`config.mk`:
```
export PLATFORM = sky130hd
export DESIGN_NAME = sorted_key_table
export DESIGN_NICKNAME = d
export VERILOG_FILES = /design/src/hdl/sktab_pkg.sv /design/src/hdl/sorted_key_table.sv
export SDC_FILE = /design/constraint.sdc
export NUM_CORES = 1
export LEC_CHECK = 0
export BUFFER_PORTS_ARGS = -buffer_cell sky130_fd_sc_hd__buf_2
export CAP_MARGIN = 20
export CELL_PAD_IN_SITES_DETAIL_PLACEMENT = 1
export CELL_PAD_IN_SITES_GLOBAL_PLACEMENT = 1
export CORE_MARGIN = 2
export CORE_UTILIZATION = 45
export CTS_CLUSTER_SIZE = 25
export DETAILED_ROUTE_END_ITERATION = 10
export GPL_ROUTABILITY_DRIVEN = 1
export PLACE_DENSITY_LB_ADDON = 0.1
export SETUP_SLACK_MARGIN = 0.5
export SLEW_MARGIN = 20
export SYNTH_ARGS = -nofsm -noshare
export SYNTH_HDL_FRONTEND = slang
export SYNTH_SLANG_ARGS = --single-unit
export TNS_END_PERCENT = 50
```
`constraint.sdc`:
```
create_clock -name clock -period 14 [get_ports clock]
set_clock_uncertainty 0.1 [all_clocks]
set_input_delay 0 -clock clock [delete_from_list [all_inputs] [get_ports clock]]
set_output_delay 0 -clock clock [all_outputs]
set_load 0.01 [all_outputs]
```
`src/hdl/sktab_pkg.sv`:
```
// Shared types and codes for the sorted key table.
package sktab_pkg;

   localparam int KEY_W   = 32;
   localparam int QUOTA_W = 16;

   typedef enum logic [1:0] {
      OP_INSERT = 2'd0,
      OP_DELETE = 2'd1,
      OP_SEARCH = 2'd2,
      OP_EDIT   = 2'd3
   } op_type;

   typedef enum logic [1:0] {
      STAT_DONE    = 2'd0,
      STAT_PRESENT = 2'd1,
      STAT_MISSING = 2'd2,
      STAT_FULL    = 2'd3
   } status_type;

   typedef enum logic [1:0] {
      ST_IDLE,
      ST_SCAN,
      ST_SHIFT,
      ST_RESP
   } state_type;

   typedef struct packed {
      logic [KEY_W-1:0]   key;
      logic [QUOTA_W-1:0] quota;
   } entry_type;

endpackage

```
`src/hdl/sorted_key_table.sv`:
```
// Sorted key table: DEPTH key/quota entries held in ascending key order in one memory.
//
// Request channel (req_valid / req_stall): op, key and quota_in. Ops are insert,
// delete, search and edit quota. Each transaction yields exactly one response
// transaction (rsp_valid / rsp_stall) with status, quota_out and entry_count.
//
// Operation: one request at a time. The scan reads one entry per cycle from the
// memory (registered read) until it meets the first key >= the request key or
// the end of the occupied entries. An insert then moves entries up one slot,
// one per cycle; a delete moves them down. Search, edit and all rejected
// requests skip the move. The response follows the last memory step; the single
// memory port pair sets how long an item takes.
//
// Reset clears the entry count and the control state only; the memory needs
// no clearing since positions at or above the count are never used.
// While rsp_stall is high the response holds and req_stall stays high; a new
// request is taken in the same cycle that the pending response leaves.
module sorted_key_table
   import sktab_pkg::*;
#(
   parameter int DEPTH = 16
) (
   input  logic                clock,
   input  logic                reset,
   input  logic                req_valid,
   output logic                req_stall,
   input  logic [1:0]          req_op,
   input  logic [KEY_W-1:0]    req_key,
   input  logic [QUOTA_W-1:0]  req_quota_in,
   output logic                rsp_valid,
   input  logic                rsp_stall,
   output logic [1:0]          rsp_status,
   output logic [QUOTA_W-1:0]  rsp_quota_out,
   output logic [4:0]          rsp_entry_count
);

   localparam int AW = (DEPTH > 1) ? $clog2(DEPTH) : 1;
   localparam int CW = $clog2(DEPTH + 1);

   entry_type entry_mem [DEPTH];
   entry_type rd_data_ff;

   state_type          state_ff,  state_in;
   op_type             op_ff,     op_in;
   logic [KEY_W-1:0]   key_ff,    key_in;
   logic [QUOTA_W-1:0] quota_ff,  quota_in;
   logic [CW-1:0]      pos_ff,    pos_in;
   logic [CW-1:0]      sh_ff,     sh_in;
   logic [CW-1:0]      count_ff,  count_in;
   status_type         status_ff, status_in;
   logic [QUOTA_W-1:0] qout_ff,   qout_in;

   logic          wr_en;
   logic [AW-1:0] wr_addr;
   entry_type     wr_data;
   logic [AW-1:0] rd_addr;

   logic [CW-1:0] pos_nxt;
   logic [CW-1:0] sh_nxt;
   logic [CW-1:0] sh_dec;
   logic [CW-1:0] sh_dec2;
   logic [CW-1:0] sh_inc2;
   logic [CW-1:0] count_dec;
   logic          scan_end;
   logic          hit;
   logic          full;

   assign pos_nxt   = pos_ff + CW'(1);
   assign sh_nxt    = sh_ff + CW'(1);
   assign sh_dec    = sh_ff - CW'(1);
   assign sh_dec2   = sh_ff - CW'(2);
   assign sh_inc2   = sh_ff + CW'(2);
   assign count_dec = count_ff - CW'(1);
   assign full      = (count_ff == CW'(DEPTH));

   // rd_data_ff holds the entry at pos_ff during the scan
   assign scan_end = (pos_ff == count_ff) || (rd_data_ff.key >= key_ff);
   assign hit      = (pos_ff != count_ff) && (rd_data_ff.key == key_ff);

   always_ff @(posedge clock) begin
      if (wr_en) begin
         entry_mem[wr_addr] <= wr_data;
      end
      rd_data_ff <= entry_mem[rd_addr];
   end

   always_ff @(posedge clock) begin
      if (reset) begin
         state_ff <= ST_IDLE;
         count_ff <= '0;
      end else begin
         state_ff <= state_in;
         count_ff <= count_in;
      end
      op_ff     <= op_in;
      key_ff    <= key_in;
      quota_ff  <= quota_in;
      pos_ff    <= pos_in;
      sh_ff     <= sh_in;
      status_ff <= status_in;
      qout_ff   <= qout_in;
   end

   always_comb begin
      state_in  = state_ff;
      op_in     = op_ff;
      key_in    = key_ff;
      quota_in  = quota_ff;
      pos_in    = pos_ff;
      sh_in     = sh_ff;
      count_in  = count_ff;
      status_in = status_ff;
      qout_in   = qout_ff;
      wr_en     = 1'b0;
      wr_addr   = pos_ff[AW-1:0];
      wr_data   = '{key: key_ff, quota: quota_ff};
      rd_addr   = '0;
      req_stall = 1'b1;
      rsp_valid = 1'b0;

      case (state_ff)
         ST_IDLE: begin
            req_stall = 1'b0;
         end
         ST_RESP: begin
            rsp_valid = 1'b1;
            req_stall = rsp_stall;
            if (!rsp_stall) begin
               state_in = ST_IDLE;
            end
         end
         ST_SCAN: begin
            if (!scan_end) begin
               pos_in  = pos_nxt;
               rd_addr = pos_nxt[AW-1:0];
            end else begin
               status_in = STAT_DONE;
               qout_in   = '0;
               state_in  = ST_RESP;
               case (op_ff)
                  OP_SEARCH: begin
                     if (hit) begin
                        qout_in = rd_data_ff.quota;
                     end else begin
                        status_in = STAT_MISSING;
                     end
                  end
                  OP_EDIT: begin
                     if (hit) begin
                        wr_en   = 1'b1;
                        wr_data = '{key: rd_data_ff.key, quota: quota_ff};
                     end else begin
                        status_in = STAT_MISSING;
                     end
                  end
                  OP_INSERT: begin
                     if (hit) begin
                        status_in = STAT_PRESENT;
                     end else if (full) begin
                        status_in = STAT_FULL;
                     end else begin
                        // move entries up from the top, last one first
                        sh_in    = count_ff;
                        rd_addr  = count_dec[AW-1:0];
                        state_in = ST_SHIFT;
                     end
                  end
                  OP_DELETE: begin
                     if (!hit) begin
                        status_in = STAT_MISSING;
                     end else begin
                        sh_in    = pos_ff;
                        rd_addr  = pos_nxt[AW-1:0];
                        state_in = ST_SHIFT;
                     end
                  end
                  default: begin
                     status_in = STAT_MISSING;
                  end
               endcase
            end
         end
         ST_SHIFT: begin
            if (op_ff == OP_INSERT) begin
               wr_en   = 1'b1;
               wr_addr = sh_ff[AW-1:0];
               if (sh_ff == pos_ff) begin
                  count_in = count_ff + CW'(1);
                  state_in = ST_RESP;
               end else begin
                  wr_data = rd_data_ff;
                  rd_addr = sh_dec2[AW-1:0];
                  sh_in   = sh_dec;
               end
            end else begin
               if (sh_nxt == count_ff) begin
                  count_in = count_dec;
                  state_in = ST_RESP;
               end else begin
                  wr_en   = 1'b1;
                  wr_addr = sh_ff[AW-1:0];
                  wr_data = rd_data_ff;
                  rd_addr = sh_inc2[AW-1:0];
                  sh_in   = sh_nxt;
               end
            end
         end
         default: begin
            state_in = ST_IDLE;
         end
      endcase

      // take a new transaction; the scan starts with entry zero
      if (req_valid && !req_stall) begin
         op_in    = op_type'(req_op);
         key_in   = req_key;
         quota_in = req_quota_in;
         pos_in   = '0;
         rd_addr  = '0;
         state_in = ST_SCAN;
      end
   end

   assign rsp_status      = status_ff;
   assign rsp_quota_out   = qout_ff;
   assign rsp_entry_count = 5'(count_ff);

   a_count_bound: assert property (@(posedge clock) disable iff (reset)
      count_ff <= CW'(DEPTH))
      else $error("entry count above table depth");

   a_full_status: assert property (@(posedge clock) disable iff (reset)
      (rsp_valid && status_ff == STAT_FULL) |-> full)
      else $error("table full reported with free entries");

   a_quota_zero: assert property (@(posedge clock) disable iff (reset)
      (rsp_valid && (status_ff != STAT_DONE || op_ff != OP_SEARCH)) |-> qout_ff == '0)
      else $error("nonzero quota on a response other than a found search");

   a_count_hold: assert property (@(posedge clock) disable iff (reset)
      (state_ff != ST_SHIFT) |=> count_ff == $past(count_ff))
      else $error("entry count changed outside a move");

   a_shift_range: assert property (@(posedge clock) disable iff (reset)
      (state_ff == ST_SHIFT) |-> (sh_ff <= count_ff && sh_ff >= pos_ff))
      else $error("move pointer outside the occupied range");

endmodule
```
=== Word-level counts from Yosys, hierarchy flattened ===
Memories as Yosys holds them, arrays and structs flattened. A register that Yosys moved wholly into a read port is not among the register bits.
Index checks and enable logic that the tools add are counted.

* Reductions and logical operators: 19
* Magnitude comparators: 1
* Add/subtract/negate cells: 7
* Multiplexer cells: 57
* Eq/ne operators: 27
* Bitwise operators: 1

{| class="wikitable"
|+ Operator list
! kind !! count
|-
| 48-bit two-way mux || 6
|-
| 48-bit case mux with 2 select lines || 1
|-
| 5-bit two-way mux || 10
|-
| 4-bit two-way mux || 11
|-
| 32-bit equality test || 1
|-
| 32-bit greater-or-equal comparator || 1
|-
| 3-bit inequality test (second input constant) || 10
|-
| 5-bit case mux with 2 select lines || 2
|-
| 2-bit two-way mux || 8
|-
| 4-bit case mux with 2 select lines || 2
|-
| 5-bit by 1-bit adder with 5-bit output (second input constant) || 3
|-
| 5-bit equality test || 3
|-
| 1-bit two-way mux || 12
|-
| 5-bit AND reduction || 2
|-
| 5-bit by 1-bit subtractor with 5-bit output (second input constant) || 2
|-
| 2-bit equality test (second input constant) || 4
|-
| 4-bit inequality test (second input constant) || 2
|-
| 8-bit AND reduction || 1
|-
| 1-bit case mux with 2 select lines || 3
|-
| 2-bit case mux with 3 select lines || 1
|-
| 2-bit AND reduction || 3
|-
| 5-bit equality test (second input constant) || 1
|-
| 5-bit inequality test || 1
|-
| 4-bit by 2-bit adder with 4-bit output (second input constant) || 1
|-
| other kinds (16) || 21
|}

* Bits in registers: 85
* Output and inout port bits: 25
* RAM bits: 768
* Word-level logic and storage cells: 123
* Bits of input ports: 54
* Memories kept: 1

{| class="wikitable"
|+ Memory list
! memory !! depth !! bits a word !! rd ports !! clocked after memory_dff !! write ports !! RTL line !! RTL
|-
| entry_mem || 16 || 48 || 1 || 1 || 1 || sorted_key_table.sv:40 || <nowiki>entry_type entry_mem [DEPTH];</nowiki>
|}

=== Logic depth before layout (Yosys ltp) ===
* Word-level depth: 8
* Mapped depth: 17
* Mapped depth without buffers: 12

=== Worst setup path before layout ===
OpenSTA, ideal clock, no wires.

* Path type: register to register
* Start: register sh_ff[0]
* End: memory entry_mem[3][0] (netlist bit) (enable)
* Required time: 13446 ps
* Period minus slack after synthesis: 4894 ps
* Cell stages (with the launch flop): 14
* Path slack: 9106 ps
* Arrival time: 4341 ps
* Buffers on the path: 2
* Cells stage by stage: edfxtp_1 > clkbuf_1 > inv_1 > ha_1 > xnor2_1 > nand3_1 > nor3_1 > nand2_1 > nand2_1 > clkbuf_1 > nand3_1 > o31ai_1 > nand2_1 > nor2_1

* Cells in the longest elaborated chain, start to end: 7

{| class="wikitable"
|+ Ends and longest elaborated chain
! what !! RTL line !! RTL
|-
| from (decl) || sorted_key_table.sv:48 || <nowiki>logic [CW-1:0] sh_ff, sh_in;</nowiki>
|-
| from (signal assigned) || sorted_key_table.sv:99 || <nowiki>sh_ff <= sh_in;</nowiki>
|-
| 5-bit by 1-bit adder with 5-bit output || sorted_key_table.sv:69 || <nowiki>assign sh_nxt = sh_ff + CW'(1);</nowiki>
|-
| 5-bit equality test || sorted_key_table.sv:196 || <nowiki>if (sh_nxt == count_ff) begin</nowiki>
|-
| 1-bit two-way mux || sorted_key_table.sv:196 ||
|-
| 1-bit two-way mux || sorted_key_table.sv:184 || <nowiki>if (op_ff == OP_INSERT) begin</nowiki>
|-
| 1-bit case mux with 2 select lines || sorted_key_table.sv:121 || <nowiki>case (state_ff)</nowiki>
|-
| 1-bit two-way mux || sorted_key_table.sv:81 || <nowiki>if (wr_en) begin</nowiki>
|-
| 1-bit two-way mux (implied by the code) || sorted_key_table.sv:82 || <nowiki>entry_mem[wr_addr] <= wr_data;</nowiki>
|-
| to (decl) || sorted_key_table.sv:40 ||
|}

Several ways; a longest one is shown, not always the timed one.

=== Worst setup path in the final report ===
* Start: register key_ff[31]
* End: register rd_data_ff[36] (netlist name)

* Cells in the longest elaborated chain, start to end: 7

{| class="wikitable"
|+ Ends and longest elaborated chain
! what !! RTL line !! RTL
|-
| from (decl) || sorted_key_table.sv:45 || <nowiki>logic [KEY_W-1:0] key_ff, key_in;</nowiki>
|-
| from (signal assigned) || sorted_key_table.sv:96 || <nowiki>key_ff <= key_in;</nowiki>
|-
| branches (longest 4 deep; another with 32-bit greater-or-equal comparator) || n/a ||
|-
| 4-bit two-way mux * || sorted_key_table.sv:133 || <nowiki>if (!scan_end) begin</nowiki>
|-
| 4-bit case mux with 2 select lines * || sorted_key_table.sv:121 ||
|-
| 4-bit two-way mux * || sorted_key_table.sv:214 || <nowiki>if (req_valid && !req_stall) begin</nowiki>
|}

Every way passes the cells marked *.
A chain may end at the register's enable or synchronous reset.

==> results.ini <==
[sta]
whs_ns=0.0301
setup_viol=0
drv_slew=0
fin_ws_ns=7.79
fin_setup_tns_ns=0
max-slew-margin-rel_pct=22.6
worst_slew_pin_slew_ns=1.16
rsz0062_at_grt=false
max_freq_mhz=161
fin_crit_sh_pct=44.3
fin_crit_ns=6.21
hold_viol=0

[clock_tree]
htreeDepth=3
clock_path_buffers=3
cts-root-buf=clkbuf_16
clkSlewWorstSetupHoldPaths_ns=0.06
cts_hold_buf=100
cts_resized=0
post-cts-setup-buffers=0
cts_tree=yes
insertion_delay_ns=0.68
cts_made_buffers=96
cts.sinks=901

[placed_design]
dp.cells=3727
placed_cell_area_sq_um=38300
dp_hpwl_mm=57.0
place_ws_ns=7.79
io_buffers=78
gp_routability_congestion=0.804

[finish]
fin_util_pct=52.5
final_area_sq_um=42400
fill_cells=7922
fin_cells=4006
nets=2964
diodes=0
area_growth_pct=15.3
layout-drive-gt1-share_pct=10.3

[pwr]
power.density_nw_per_um2=171
p_leak_nw=14.0
vdd_drop_max_v=0.000108
p_total_mw=7.26

[logic_synthesis]
synth_fp_nets=2827
synth.distinct_cells=67
yosysTopAreaCell=edfxtp_1
yosysMostFrequentCell=edfxtp_1
ys_seq_area_share_pct=72.0
synthArstFlopShare_pct=0
ys_top_cells_by_area=edfxtp_1, nor2_1, dfxtp_1
netlist_instances=2728
syn-cell-area_sq_um=36700
ys_warn_count=0
syn_area_per_cell_sq_um=13.5
ys_ff_latch=901
synth_edf_count=841
synthTopCellsByCount=edfxtp_1, nor2_1, nor3_1, nand2_1, clkbuf_1
ys.flop_type=edfxtp_1
yosysTopAreaCellShare_pct=68.8

[routing]
drt-pass1-iter-count=5
routed_wirelength_mm=113
drc=0
ant_nets=0
dr_total_vias=24033
viasPerCell=6.00
drt-wirelength-per-cell_microns=28.1
first_iter_violations=1823

[global_route]
grt_max_degree=191
antenna_found_initial=2
grt_pass1_vias=25348
grt_pass1_wl_mm=166
grt_use_total_pct=27.0
gr-total-overflow=0

[critical_path]
path_class=flop to flop
reg2reg_slack_ns=7.79
cp_max_fo=53
cp-start-kind=flop
cp.arrival_ns=6.61
crit_required_ns=14.41
crit_path_end_kind=flop

[floorplan]
initial_core_util_pct=45.5
fp.dieW_microns=290
io_pins=79
fp.coreArea_sq_um=80700
dieArea_sq_um=83900
row_count=104
die_h_microns=290

[run]
max_cap_viol_count=0

[run_status]
outcome=complete, no violations

[worst_hold_path]
worstHoldPathType=input pin to flop

[registers in the layout, summed over array words and instances, names as in the netlist]
name             flops
rsp_status           2
entry_mem          768
op_ff                2
rsp_entry_count      5
rsp_quota_out       16
state_ff             2
rd_data_ff          48
sh_ff                5
pos_ff               5
quota_ff            16
key_ff              32
[where the power goes]
| part | leakage [nW] | internal (mW) | switching [mW] |
|---|---|---|---|
| Sequential | 8.15 | 3.36 | 0.0697 |
| Clock | 1.50 | 1.43 | 1.08 |
| Combinational | 4.39 | 0.314 | 1.01 |
[cell usage in the layout, fill, tap and decap left out, types with 3 or more instances in the layout]
cell type	n
clkinv_2	10
inv_1	49
nor2_4	18
and3_1	46
or3_1	49
o2bb2ai_1	47
inv_16	3
o32ai_1	46
nand3_1	62
nand4_1	13
edfxtp_1	841
xor2_1	12
nor2_1	364
and2_1	18
o31ai_1	3
dlygate4sd3_1	100
clkbuf_8	14
o311a_1	46
clkbuf_1	36
dfxtp_1	60
nand2_1	179
o21ai_0	110
clkinv_1	10
xnor2_1	19
a21oi_1	75
a31oi_1	4
mux2i_1	57
clkbuf_16	96
nor3_1	207
ha_1	45
buf_4	51
a22o_1	50
buf_2	78
o21ai_1	3
o211ai_1	52
bufinv_16	4
nand2b_1	3
a21o_1	4
[worst max-delay path, cell delays in order (launching register included)]
cell      delay, ns
edfxtp_1       0.34
inv_1          0.05
ha_1           0.43
nand4_1        0.26
nor4_2         0.67
nand3_2        0.37
o211a_1        0.35
o221ai_2       0.31
nand3_4        0.54
nand2_4        0.76
buf_4          0.82
nor2_1         0.11
o311a_1        0.36
o32ai_1        0.50
[routing by layer]
metal | wire [microns] | GRT usage (%)
met5 | 0 | 0
met2 | 55000 | 45.6
met3 | 6570 | 3.92
met1 | 48300 | 36.5
met4 | 2830 | 7.56
[final cells by class]
type | count | area [sq um] | area share, %
Clock buffer | 146 | 2730 | 6.44
Inverter | 49 | 184 | 0.434
Tap cell | 1060 | 1330 | 3.13
Sequential cell | 901 | 26500 | 62.5
Clock inverter | 33 | 358 | 0.845
Multi-Input combinational cell | 1586 | 9490 | 22.4
Timing Repair Buffer | 231 | 1810 | 4.28
[worst paths after layout]
path | from | endpoint | cells past startpoint
worst min register to register | rd_data_ff[12] | rsp_quota_out[12] | 1
worst max register to register | key_ff[31] | rd_data_ff[36] | 13
worst min-delay path | req_key[30] | key_ff[30] | 2
worst max-delay path | key_ff[31] | rd_data_ff[36] | 13
[kinds of logic after synthesis]
| group | Yosys count | synth area share [%] |
|---|---|---|
| compound gates | 469 | 9.20 |
| xor+xnor | 32 | 0.801 |
| fa+ha+maj | 45 | 1.53 |
| buf+inv | 241 | 2.77 |
| flops | 901 | 72.0 |
| mux | 58 | 1.58 |
| simple gates | 982 | 12.1 |
Note: power is estimated with default switching activity, not from simulation.
